File: src/sv/lodd_pkg.sv
// Shared constants and types for the lock-order deadlock detector.
// No dependencies; imported by lodd_walk and lock_order_deadlock_detector.
package lodd_pkg;

   localparam int MAX_MUTEXES = 16;
   localparam int IDX_W       = $clog2(MAX_MUTEXES);
   localparam int CNT_W       = $clog2(MAX_MUTEXES + 1);
   localparam int ID_W        = 32;
   localparam int BACKS_W     = 8;

   localparam logic [BACKS_W-1:0] BACKS_MAX = {BACKS_W{1'b1}};

   // Event kinds carried on req_tuser
   localparam logic KIND_LOCK   = 1'b0;
   localparam logic KIND_UNLOCK = 1'b1;

   typedef logic [MAX_MUTEXES-1:0] row_type;
   typedef row_type [MAX_MUTEXES-1:0] matrix_type;

   typedef struct packed {
      logic               done;
      logic [BACKS_W-1:0] back_edges;
   } walk_status_type;

endpackage

File: src/sv/lodd_walk.sv
// Depth-first walk of the lock-order matrix from entry 0, one column per cycle.
// Depends on lodd_pkg; instantiated by lock_order_deadlock_detector.
module lodd_walk
   import lodd_pkg::*;
(
   input  logic             clock,
   input  logic             reset,
   input  logic             start,
   input  logic [CNT_W-1:0] entry_count,
   input  matrix_type       matrix,
   output walk_status_type  status
);

   logic               busy_ff, busy_in;
   logic               done_ff, done_in;
   logic [CNT_W-1:0]   depth_ff, depth_in;
   logic [IDX_W-1:0]   stack_ff [MAX_MUTEXES];
   logic [IDX_W-1:0]   stack_in [MAX_MUTEXES];
   logic [CNT_W-1:0]   cursor_ff [MAX_MUTEXES];
   logic [CNT_W-1:0]   cursor_in [MAX_MUTEXES];
   row_type            on_path_ff, on_path_in;
   row_type            closed_ff, closed_in;
   logic [BACKS_W-1:0] backs_ff, backs_in;

   logic [IDX_W-1:0]   top;
   logic [IDX_W-1:0]   vertex;
   logic [CNT_W-1:0]   column;
   logic [IDX_W-1:0]   col_idx;
   row_type            vrow;

   assign top     = IDX_W'(depth_ff - CNT_W'(1));
   assign vertex  = stack_ff[top];
   assign column  = cursor_ff[top];
   assign col_idx = column[IDX_W-1:0];
   assign vrow    = matrix[vertex];

   always_comb begin
      busy_in    = busy_ff;
      done_in    = 1'b0;
      depth_in   = depth_ff;
      stack_in   = stack_ff;
      cursor_in  = cursor_ff;
      on_path_in = on_path_ff;
      closed_in  = closed_ff;
      backs_in   = backs_ff;
      if (start) begin
         busy_in      = 1'b1;
         depth_in     = CNT_W'(1);
         stack_in[0]  = '0;
         cursor_in[0] = '0;
         on_path_in   = row_type'(1);
         closed_in    = '0;
         backs_in     = '0;
         if (entry_count == '0) begin
            busy_in    = 1'b0;
            done_in    = 1'b1;
            depth_in   = '0;
            on_path_in = '0;
         end
      end else if (busy_ff) begin
         if (column >= entry_count) begin
            // every column of this vertex seen: pop it
            on_path_in[vertex] = 1'b0;
            closed_in[vertex]  = 1'b1;
            depth_in           = depth_ff - CNT_W'(1);
            if (depth_ff == CNT_W'(1)) begin
               busy_in = 1'b0;
               done_in = 1'b1;
            end
         end else begin
            cursor_in[top] = column + CNT_W'(1);
            if (vrow[col_idx]) begin
               if (on_path_ff[col_idx]) begin
                  if (backs_ff != BACKS_MAX) begin
                     backs_in = backs_ff + BACKS_W'(1);
                  end
               end else if (!closed_ff[col_idx] && depth_ff < CNT_W'(MAX_MUTEXES)) begin
                  stack_in[depth_ff[IDX_W-1:0]]  = col_idx;
                  cursor_in[depth_ff[IDX_W-1:0]] = '0;
                  on_path_in[col_idx]            = 1'b1;
                  depth_in                       = depth_ff + CNT_W'(1);
               end
            end
         end
      end
   end

   always_ff @(posedge clock) begin
      if (reset) begin
         busy_ff    <= 1'b0;
         done_ff    <= 1'b0;
         depth_ff   <= '0;
         on_path_ff <= '0;
         closed_ff  <= '0;
         backs_ff   <= '0;
      end else begin
         busy_ff    <= busy_in;
         done_ff    <= done_in;
         depth_ff   <= depth_in;
         on_path_ff <= on_path_in;
         closed_ff  <= closed_in;
         backs_ff   <= backs_in;
      end
   end

   always_ff @(posedge clock) begin
      stack_ff  <= stack_in;
      cursor_ff <= cursor_in;
   end

   assign status.done       = done_ff;
   assign status.back_edges = backs_ff;

`ifndef SYNTH
   a_path_matches_depth: assert property (@(posedge clock) disable iff (reset)
      busy_ff |-> $countones(on_path_ff) == int'(depth_ff))
      else $error("walk path marks disagree with stack depth");

   a_depth_in_range: assert property (@(posedge clock) disable iff (reset)
      busy_ff |-> (depth_ff != '0 && depth_ff <= CNT_W'(MAX_MUTEXES)))
      else $error("walk depth out of range while busy");

   a_done_after_busy: assert property (@(posedge clock) disable iff (reset)
      done_ff |-> !busy_ff && $past(busy_ff || start))
      else $error("walk done without a walk");
`endif

endmodule

File: src/sv/lock_order_deadlock_detector.sv
// Lock-order deadlock detector: mutex table, lock-order matrix and sequencer.
// A request passes through the FIND, APPLY and REPLY states; a lock also runs a walk in ST_WALK
// over the entries held after the insert, one matrix column per cycle.
// One item at a time: req_tready is high only while the sequencer is idle.
// Reset (synchronous, active high) empties the table, matrix and result.
// Depends on lodd_pkg and lodd_walk.
module lock_order_deadlock_detector
   import lodd_pkg::*;
(
   input  logic        clock,
   input  logic        reset,
   // request items
   input  logic        req_tvalid,
   output logic        req_tready,
   input  logic [39:0] req_tdata,  // mutex_id[31:0], restart[32], zero pad[39:33]
   input  logic        req_tuser,  // kind (0 lock, 1 unlock)
   // result items
   output logic        rsp_tvalid,
   input  logic        rsp_tready,
   output logic [15:0] rsp_tdata   // cycle_found[0], back_edges[8:1], entry_count[13:9],
                                   // overflow[14], zero pad[15]
);

   // Sequencer states
   localparam logic [2:0] ST_IDLE  = 3'd0;
   localparam logic [2:0] ST_FIND  = 3'd1;
   localparam logic [2:0] ST_APPLY = 3'd2;
   localparam logic [2:0] ST_WALK  = 3'd3;
   localparam logic [2:0] ST_REPLY = 3'd4;

   logic [2:0]         state_ff, state_in;
   logic               kind_ff, kind_in;
   logic [ID_W-1:0]    id_ff, id_in;
   logic [CNT_W-1:0]   scan_ff, scan_in;
   logic [CNT_W-1:0]   count_ff, count_in;
   logic [CNT_W-1:0]   prev_ff, prev_in;
   matrix_type         matrix_ff, matrix_in;
   logic [ID_W-1:0]    table_ff [MAX_MUTEXES];
   logic [ID_W-1:0]    table_in [MAX_MUTEXES];
   logic               ovf_ff, ovf_in;
   logic [BACKS_W-1:0] backs_ff, backs_in;

   // Output register
   logic               rsp_valid_ff, rsp_valid_in;
   logic               res_found_ff, res_found_in;
   logic [BACKS_W-1:0] res_backs_ff, res_backs_in;
   logic [CNT_W-1:0]   res_count_ff, res_count_in;
   logic               res_ovf_ff, res_ovf_in;

   logic               walk_start;
   walk_status_type    walk_status;

   logic               accept;
   logic               missing;
   logic [IDX_W-1:0]   hit_idx;
   logic [CNT_W-1:0]   grown_count;
   logic [CNT_W-1:0]   shrunk_count;
   row_type            keep_mask;
   row_type            live_mask;
   matrix_type         insert_matrix;
   matrix_type         remove_matrix;
   row_type            src_row;
   logic               add_edge;

   // Mask of the n lowest entries
   function automatic row_type low_mask(input logic [CNT_W-1:0] n);
      row_type m;
      m = '0;
      for (int k = 0; k < MAX_MUTEXES; k++) begin
         m[k] = (CNT_W'(k) < n);
      end
      return m;
   endfunction

   assign accept       = req_tvalid && req_tready;
   assign req_tready   = (state_ff == ST_IDLE);
   assign missing      = (scan_ff == count_ff);
   assign hit_idx      = scan_ff[IDX_W-1:0];
   assign grown_count  = count_ff + CNT_W'(missing);
   assign shrunk_count = count_ff - CNT_W'(1);
   assign keep_mask    = low_mask(scan_ff);
   assign live_mask    = low_mask(shrunk_count);
   assign add_edge     = (prev_ff != scan_ff) && (prev_ff < grown_count);

   // Lock: clear row and column of a new entry, then add the order edge
   always_comb begin
      insert_matrix = matrix_ff;
      if (missing) begin
         for (int r = 0; r < MAX_MUTEXES; r++) begin
            insert_matrix[r][hit_idx] = 1'b0;
         end
         insert_matrix[hit_idx] = '0;
      end
      if (add_edge) begin
         insert_matrix[prev_ff[IDX_W-1:0]][hit_idx] = 1'b1;
      end
   end

   // Unlock: close the gap left by the removed row and column
   always_comb begin
      remove_matrix = '0;
      src_row       = '0;
      for (int j = 0; j < MAX_MUTEXES; j++) begin
         if (CNT_W'(j) < CNT_W'(scan_ff)) begin
            src_row = matrix_ff[j];
         end else if (j < MAX_MUTEXES - 1) begin
            src_row = matrix_ff[(j + 1) % MAX_MUTEXES];
         end else begin
            src_row = '0;
         end
         if (CNT_W'(j) < shrunk_count) begin
            remove_matrix[j] = ((src_row & keep_mask) | ((src_row >> 1) & ~keep_mask))
                               & live_mask;
         end
      end
   end

   always_comb begin
      state_in     = state_ff;
      kind_in      = kind_ff;
      id_in        = id_ff;
      scan_in      = scan_ff;
      count_in     = count_ff;
      prev_in      = prev_ff;
      matrix_in    = matrix_ff;
      table_in     = table_ff;
      ovf_in       = ovf_ff;
      backs_in     = backs_ff;
      walk_start   = 1'b0;
      rsp_valid_in = rsp_valid_ff && !rsp_tready;
      res_found_in = res_found_ff;
      res_backs_in = res_backs_ff;
      res_count_in = res_count_ff;
      res_ovf_in   = res_ovf_ff;

      case (state_ff)
         ST_IDLE: begin
            if (accept) begin
               kind_in  = req_tuser;
               id_in    = req_tdata[ID_W-1:0];
               scan_in  = '0;
               ovf_in   = 1'b0;
               backs_in = '0;
               state_in = ST_FIND;
               // restart applies to lock events only
               if (req_tuser == KIND_LOCK && req_tdata[ID_W]) begin
                  count_in  = '0;
                  prev_in   = '0;
                  matrix_in = '0;
               end
            end
         end
         ST_FIND: begin
            // one table entry compared per cycle; stop at a hit or at the end
            if (missing || table_ff[hit_idx] == id_ff) begin
               state_in = ST_APPLY;
            end else begin
               scan_in = scan_ff + CNT_W'(1);
            end
         end
         ST_APPLY: begin
            if (kind_ff == KIND_LOCK) begin
               if (missing && count_ff == CNT_W'(MAX_MUTEXES)) begin
                  ovf_in = 1'b1;
               end else begin
                  if (missing) begin
                     table_in[hit_idx] = id_ff;
                  end
                  count_in  = grown_count;
                  matrix_in = insert_matrix;
                  prev_in   = scan_ff;
               end
               walk_start = 1'b1;
               state_in   = ST_WALK;
            end else begin
               if (!missing) begin
                  for (int j = 0; j < MAX_MUTEXES - 1; j++) begin
                     if (CNT_W'(j) >= scan_ff) begin
                        table_in[j] = table_ff[j + 1];
                     end
                  end
                  count_in  = shrunk_count;
                  matrix_in = remove_matrix;
               end
               state_in = ST_REPLY;
            end
         end
         ST_WALK: begin
            if (walk_status.done) begin
               backs_in = walk_status.back_edges;
               state_in = ST_REPLY;
            end
         end
         ST_REPLY: begin
            // hold until the output register is free
            if (!rsp_valid_ff || rsp_tready) begin
               rsp_valid_in = 1'b1;
               res_found_in = (backs_ff != '0);
               res_backs_in = backs_ff;
               res_count_in = count_ff;
               res_ovf_in   = ovf_ff;
               state_in     = ST_IDLE;
            end
         end
         default: begin
            state_in = ST_IDLE;
         end
      endcase
   end

   always_ff @(posedge clock) begin
      if (reset) begin
         state_ff     <= ST_IDLE;
         count_ff     <= '0;
         prev_ff      <= '0;
         matrix_ff    <= '0;
         rsp_valid_ff <= 1'b0;
      end else begin
         state_ff     <= state_in;
         count_ff     <= count_in;
         prev_ff      <= prev_in;
         matrix_ff    <= matrix_in;
         rsp_valid_ff <= rsp_valid_in;
      end
   end

   always_ff @(posedge clock) begin
      kind_ff      <= kind_in;
      id_ff        <= id_in;
      scan_ff      <= scan_in;
      table_ff     <= table_in;
      ovf_ff       <= ovf_in;
      backs_ff     <= backs_in;
      res_found_ff <= res_found_in;
      res_backs_ff <= res_backs_in;
      res_count_ff <= res_count_in;
      res_ovf_ff   <= res_ovf_in;
   end

   lodd_walk u_walk (
      .clock       (clock),
      .reset       (reset),
      .start       (walk_start),
      .entry_count (count_ff),
      .matrix      (matrix_ff),
      .status      (walk_status)
   );

   assign rsp_tvalid = rsp_valid_ff;
   assign rsp_tdata  = {1'b0, res_ovf_ff, res_count_ff, res_backs_ff, res_found_ff};

`ifndef SYNTH
   a_count_bounded: assert property (@(posedge clock) disable iff (reset)
      count_ff <= CNT_W'(MAX_MUTEXES))
      else $error("entry count above table size");

   a_overflow_full: assert property (@(posedge clock) disable iff (reset)
      (rsp_valid_ff && res_ovf_ff) |-> res_count_ff == CNT_W'(MAX_MUTEXES))
      else $error("overflow reported with room in the table");

   a_found_matches_backs: assert property (@(posedge clock) disable iff (reset)
      rsp_valid_ff |-> (res_found_ff == (res_backs_ff != '0)))
      else $error("cycle flag disagrees with back-edge count");

   a_walk_to_reply: assert property (@(posedge clock) disable iff (reset)
      (state_ff == ST_WALK && walk_status.done) |=> state_ff == ST_REPLY)
      else $error("finished walk not followed by reply");
`endif

endmodule
File: config.mk
export PLATFORM = sky130hd
export DESIGN_NAME = lock_order_deadlock_detector
export DESIGN_NICKNAME = d
export VERILOG_FILES = /design/src/sv/lodd_pkg.sv /design/src/sv/lodd_walk.sv /design/src/sv/lock_order_deadlock_detector.sv
export SDC_FILE = /design/constraint.sdc
export NUM_CORES = 2
export LEC_CHECK = 0
export BUFFER_PORTS_ARGS = -buffer_cell sky130_fd_sc_hd__buf_2
export CAP_MARGIN = 20
export CORE_MARGIN = 2
export CORE_UTILIZATION = 35
export CTS_CLUSTER_DIAMETER = 200
export DETAILED_ROUTE_END_ITERATION = 6
export PLACE_DENSITY = 0.45
export RECOVER_POWER = 25
export SLEW_MARGIN = 20
export SYNTH_ARGS = -nofsm -noshare
export SYNTH_HDL_FRONTEND = slang
export SYNTH_SLANG_ARGS = --single-unit
File: constraint.sdc
create_clock -name clock -period 8.61 [get_ports clock]
set_input_delay 1.722 -clock clock [delete_from_list [all_inputs] [get_ports clock]]
set_output_delay 1.722 -clock clock [all_outputs]
set_load 0.005 [all_outputs]
### After elaboration in Yosys (flattened, before gate mapping)

Index checks and enable logic that the tools add are counted.
Widths: inputs -> output; s select.

* input bits: 45
* bits in registers: 1035
* logic and storage cells: 506
* output and inout port bits: 18

* magnitude comparators: 64
* reductions and logical operators: 60
* equal/unequal tests: 39
* multiplexer cells: 153
* bitwise gates (word level): 100
* add/subtract/negate cells: 7

Operator list (count)
* $mux 256: 7
* $mux 512: 2
* $mux 480: 2
* $and 16x16->16: 49
* $mux 16: 41
* $mux 32: 18
* $bwmux 512: 1
* $pmux 256 s2: 1
* $or 16x16->16: 18
* $and 15x16->16: 16
* $and 256x256->256: 1
* $not 256->256: 1
* $or 256x256->256: 1
* $mux 80: 3
* $bmux 32 s4: 1
* $demux 16 s4: 2
* $demux 32 s4: 1
* $mux 5: 19
* $reduce_and 5->1: 19
* $and 80x80->80: 1
* $bwmux 80: 1
* $lt 4x5->1 const A: 16
* $not 80->80: 1
* $bmux 16 s4: 1
* other kinds (62): 200

### Longest topological paths before layout

* word-level depth: 16
* depth in mapped cells: 24
* mapped depth without buffers: 19

### By module

A second synthesis with hierarchy kept.

* cells, all modules: 5591
* area, all modules: 57602.7 µm²

Modules (own cells, without submodules)
* lock_order_deadlock_detector: times used 1, cells an instance 4446, sequential area each 22641.7 µm², area an instance 45622.5 µm²
* lodd_walk: times used 1, cells an instance 1145, sequential area each 5175.0 µm², area an instance 11980.2 µm²

### Worst setup path before layout

Ideal clock, no wire load.

* kind: register -> register
* start point: reg u_walk.depth_ff[0]
* end point: reg u_walk.cursor_ff[0] (netlist bit), enable pin
* library setup time: 429 ps
* arrival time: 6706 ps
* slack: 1476 ps
* period minus slack after synthesis: 7134 ps
* required time: 8181 ps
* path buffers: 10
* cell stages (with the launch flop): 24
* path through: dfxtp_1 -> buf_6 -> buf_8 -> buf_8 -> buf_8 -> inv_1 -> ha_1 -> clkbuf_1 -> clkbuf_1 -> mux4_2 -> mux4_2 -> buf_2 -> clkbuf_1 -> ha_1 -> a21oi_1 -> nor2b_1 -> o21ai_0 -> nand2b_1 -> a21oi_1 -> and2_1 -> clkbuf_1 -> nand2_1 -> clkbuf_1 -> inv_1

* word-level cells in the longest chain between the ends: 8

Ends and longest elaborated chain
* from (decl): RTL line lodd_walk.sv:16 `logic [CNT_W-1:0] depth_ff, depth_in;`
* from (signal assigned): RTL line lodd_walk.sv:99 `depth_ff <= depth_in;`
* $sub 5x1->5
* $not 4->5 (not written as such): RTL line lodd_walk.sv:33 `assign column = cursor_ff[top];`
* $bmux 5 s4: RTL line lodd_walk.sv:33
* $mux 5 (not written as such) (2 in series): RTL line lodd_walk.sv:33
* via u_walk.column[1]: RTL line lodd_walk.sv:27 `logic [CNT_W-1:0] column;`
* $ge 5x5->1: RTL line lodd_walk.sv:61 `if (column >= entry_count) begin`
* $not 1->1 (no line)
* $reduce_and 3->1 (no line)
* to (signal assigned): RTL line lodd_walk.sv:108 `cursor_ff <= cursor_in;`
* to (decl): RTL line lodd_walk.sv:19 `logic [CNT_W-1:0] cursor_ff [MAX_MUTEXES];`

The timed path passes the listed nets, and every way through them passes these cells. The select of a mux whose other input is x is not followed.
A chain may end at the register's enable or synchronous reset.

### Worst setup path in the final report

* start point: reg scan_ff[1]
* end point: reg matrix_ff[129] (netlist bit)

* word-level cells in the longest chain between the ends: 13
* elaborated cells on any way between the ends: 38
* those cells by class: add/sub: 1; order compare: 5; eq/ne: 4; mux: 14; bitwise: 10; reduce/logical: 4

Ends and longest elaborated chain
* from (decl): RTL line lock_order_deadlock_detector.sv:34 `logic [CNT_W-1:0] scan_ff, scan_in;`
* from (signal assigned): RTL line lock_order_deadlock_detector.sv:230 `scan_ff <= scan_in;`
* $lt 4x5->1 (not written as such) / $ge 4x1->1 (equally long branches): RTL line lock_order_deadlock_detector.sv:90, lock_order_deadlock_detector.sv:92, lock_order_deadlock_detector.sv:95
* $logic_and 1x1->1 (not written as such): RTL line lock_order_deadlock_detector.sv:90, lock_order_deadlock_detector.sv:92, lock_order_deadlock_detector.sv:95
* $mux 1 (not written as such): RTL line lock_order_deadlock_detector.sv:90, lock_order_deadlock_detector.sv:95
* $demux 1 s4: RTL line lock_order_deadlock_detector.sv:90, lock_order_deadlock_detector.sv:95
* $not 16->16 (no line)
* $and 16x16->16 (no line)
* $and 256x256->256 (no line)
* $mux 256: RTL line lock_order_deadlock_detector.sv:88 `if (missing) begin`
* $or 256x256->256 (no line)
* $mux 256: RTL line lock_order_deadlock_detector.sv:94 `if (add_edge) begin`
* $mux 256: RTL line lock_order_deadlock_detector.sv:163 `if (missing && count_ff == CNT_W'(MAX_MUTEXES)) begin`
* $mux 256: RTL line lock_order_deadlock_detector.sv:162 `if (kind_ff == KIND_LOCK) begin`
* $pmux 256 s2: RTL line lock_order_deadlock_detector.sv:136 `case (state_ff)`
* to (signal assigned): RTL line lock_order_deadlock_detector.sv:222 `matrix_ff <= matrix_in;`
* to (decl): RTL line lock_order_deadlock_detector.sv:37 `matrix_type matrix_ff, matrix_in;`

Several ways; a longest one is shown, not always the timed one. The select of a mux whose other input is x is not followed.

==> impl_metrics.py <==
metrics = {
    "outcome": {
        "outcome": "finished, violations left",
        "failed_checks": "max-capacitance violations, max-slew violations",
    },
    "sta": {
        "fin_skew_ns": 0.02503,
        "fin_tns_setup_ns": 0,
        "setup_violations": 0,
        "period_minus_slack_ns": 7.684,
        "rsz0062_at_grt": "false",
        "slew_violations": 440,
        "worst_slack_ns": 0.9264,
        "worstMarginPinSlew_ns": 4.570,
        "post-route-period-util": 0.8924,
        "clock.fmax_ghz": 0.1301,
        "slew_headroom": -2.047,
        "hold_viol": 0,
    },
    "worst_setup_path": {
        "critPathRequiredTime_ns": 9.04,
        "cp_slowest_stage_delay_ns": 2.81,
        "cp_max_fo": 37,
        "path_buf_inv": 5,
        "start_kind": "flip-flop",
        "cp_cell_sequence": "clkbuf_1 -> inv_1 -> ha_1 -> buf_4 -> nand2_1 -> nor2_1 -> clkbuf_1 -> nand2_1 -> buf_4 -> nand3_1 -> o21ai_0 -> a32oi_1 -> nor3_1",
        "end_kind": "flip-flop",
        "worstSetupPathType": "reg -> reg",
        "cp_slowest_cell": "clkbuf_1",
        "worstPathArrival_ns": 8.11,
        "cp_top_family": "buffers and inverters",
    },
    "logic_synthesis": {
        "synth.top_cells.by_area": "edfxtp_1 38%, dfxtp_1 12%, mux4_2 8.0%, a22o_1 7.5%, nand2_1 3.8%",
        "yosysTopAreaCellShare": 0.3752,
        "synth_nets": 5483,
        "yosys_most_used_dff": "edfxtp_1",
        "ys_ff_latch": 1035,
        "synth_largest_area_cell": "edfxtp_1",
        "synth_cells": 5411,
        "yosysWarnings": 0,
        "async_flop_share": 0,
        "synth_edf_count": 709,
        "synth_area_um2": 56740,
        "seq_area_frac_synth": 0.4902,
        "ys_types": 94,
        "syn_avg_cell_area_um2": 10.49,
    },
    "clock_network": {
        "clock_latency_ns": 0.76,
        "cts-root-buf": "clkbuf_16",
        "numCtsBuffers": 130,
        "cts_tree": "built",
        "clock_sinks": 1035,
        "cts.htree.levels": 4,
        "clkTransAtPathRegs_ns": 0.06,
        "cts_hold_buf": 0,
        "cts-resized-gates": 0,
        "post_cts_buffers": 0,
        "clockBufferDepth": 3,
    },
    "detailed_routing": {
        "via_count": 49180,
        "wl_per_cell_um": 33.90,
        "vias_per_cell": 6.533,
        "drc": 0,
        "ant_nets": 0,
        "drt_first_pass_iters": 6,
        "drt_iter0_drc": 6870,
        "drt-total-wl_mm": 255.2,
    },
    "grt": {
        "grtUsageMet3": 0.07360,
        "grt_use_met2": 0.4522,
        "grt_pass1_vias": 46250,
        "grt_max_degree": 185,
        "busiest_layer": "met2",
        "gr-usage-met1": 0.4079,
        "antenna_found_initial": 2,
        "grt-ovfl-total": 0,
        "grt.total_usage": 0.3011,
        "grt_pass1_wl_mm": 358.9,
    },
    "power": {
        "peakVddDrop_mv": 0.2387,
        "power_density_nw_per_um2": 292.2,
        "p_leak_nw": 20.14,
    },
    "floorplan": {
        "dieHeight_um": 406.7,
        "rows": 147,
        "die_x_um": 406.7,
        "ios": 63,
        "start_util": 0.3530,
        "dieArea_um2": 165400,
        "coreArea_um2": 160800,
    },
    "job": {
        "drv_cap": 12,
    },
    "min_path": {
        "hp-class": "reg -> reg",
    },
    "finish": {
        "layout_common_cells": "709 x edfxtp_1, 579 x nand2_1, 548 x nor2_1",
        "fill_cells": 15780,
        "stdcell_area_um2": 63720,
        "fin_nets": 5339,
        "areaGrowthSynthToFinish_pct": 12.29,
        "regArea_um2": 27820,
        "multi_input_area_um2": 27050,
        "layout_commonest_cell": "edfxtp_1",
        "final_layout_size_suffix_gt1_frac": 0.1355,
        "layout.cells.non_filler": 7527,
    },
    "placed_design": {
        "dp_slack_ns": 1.541,
        "dp_hpwl_mm": 154.7,
        "port_buffers": 54,
        "placed_cell_area_um2": 59660,
        "globalplace.congestion": 1.000,
        "dp_cells": 7295,
    },
}
[layout make-up]
| class | instances | area share |
|---|---|---|
| clock inverter | 65 | 0.01003 |
| antenna | 1 | 0.00003927 |
| clock buffer | 166 | 0.05590 |
| timing repair buffer | 250 | 0.02678 |
| inverter | 62 | 0.003672 |
| tap | 2160 | 0.04241 |
| sequential | 1035 | 0.4366 |
| multi-input combinational | 3788 | 0.4246 |
[cell usage after synthesis (7+ instances only)]
master	number
edfxtp_1	709
nand2_1	582
nor2_1	569
a22o_1	484
clkbuf_1	419
dfxtp_1	326
a21oi_1	276
o21ai_0	232
mux4_2	201
mux2i_1	184
nand3_1	181
a22oi_1	135
o22ai_1	134
a32oi_1	123
nor3_1	94
a211oi_1	77
inv_1	53
buf_1	50
xor2_1	42
buf_2	37
and2_0	33
nor4_1	32
a31oi_1	29
and3_1	27
ha_1	27
a32o_1	24
and2_1	20
nand4_1	19
xnor2_1	18
nand2b_1	17
nor2b_1	17
nor3_2	17
o211ai_1	15
o221ai_1	14
mux2_2	13
a21o_1	12
buf_4	10
a311o_1	9
a311oi_1	8
a221oi_1	7
clkinv_1	7
[sequential cells by signal (all words and copies together) (netlist names), 3 cells and up]
name,cells
backs_ff,8
count_ff,5
id_ff,32
matrix_ff,256
prev_ff,5
res_backs_ff,8
res_count_ff,5
scan_ff,5
state_ff,3
table_ff,512
u_walk.backs_ff,8
u_walk.closed_ff,16
u_walk.cursor_ff,80
u_walk.depth_ff,5
u_walk.on_path_ff,16
u_walk.stack_ff,64
[logic make-up after synthesis]
family / share of synthesized area
simple gates: 0.1277
xor+xnor: 0.009746
flops: 0.4902
mux: 0.1157
other cells: 0.00006609
fa+ha+maj: 0.005953
buf+inv: 0.04178
compound gates: 0.2089
[metrics by stage]
stage          total power [mW]  utilization  hold slack, ns
2_1_floorplan             10.14            -          0.4003
3_3_place_gp              12.96       0.3710          0.4332
3_5_place_dp              12.96       0.3711          0.4364
4_1_cts                   18.50       0.3972          0.4445
5_1_grt                   19.08       0.3964          0.4663
6_report                  18.62       0.3964          0.4470
[worst paths after layout]
check	to	depth (start not counted)	slack, ns	startpoint
setup / recovery	matrix_ff[129]	13	0.93	scan_ff[1]
hold / removal	u_walk.cursor_ff[78]	2	0.45	u_walk.cursor_ff[78]
hold reg to reg	u_walk.cursor_ff[78]	2	0.45	u_walk.cursor_ff[78]
setup reg to reg	matrix_ff[129]	13	0.93	scan_ff[1]
[routing by layer]
metal	vias to the layer above	share of wire	routed length (um)
li1	20610	-	-
met1	24790	0.41	104600
met2	3133	0.43	111000
met3	639	0.10	26170
met4	4	0.052	13350
met5	-	0.00016	41
[where the power goes]
part / internal [mW] / switching (mW)
clock: 3.20 / 2.33
sequential: 5.73 / 0.196
combinational: 2.04 / 5.11
[worst min-delay path, stage by stage (launching register included)]
cell and delay, ns:
dfxtp_1 0.30, inv_1 0.04, o22ai_1 0.05
No activity file was read; power rests on OpenSTA's default activity.
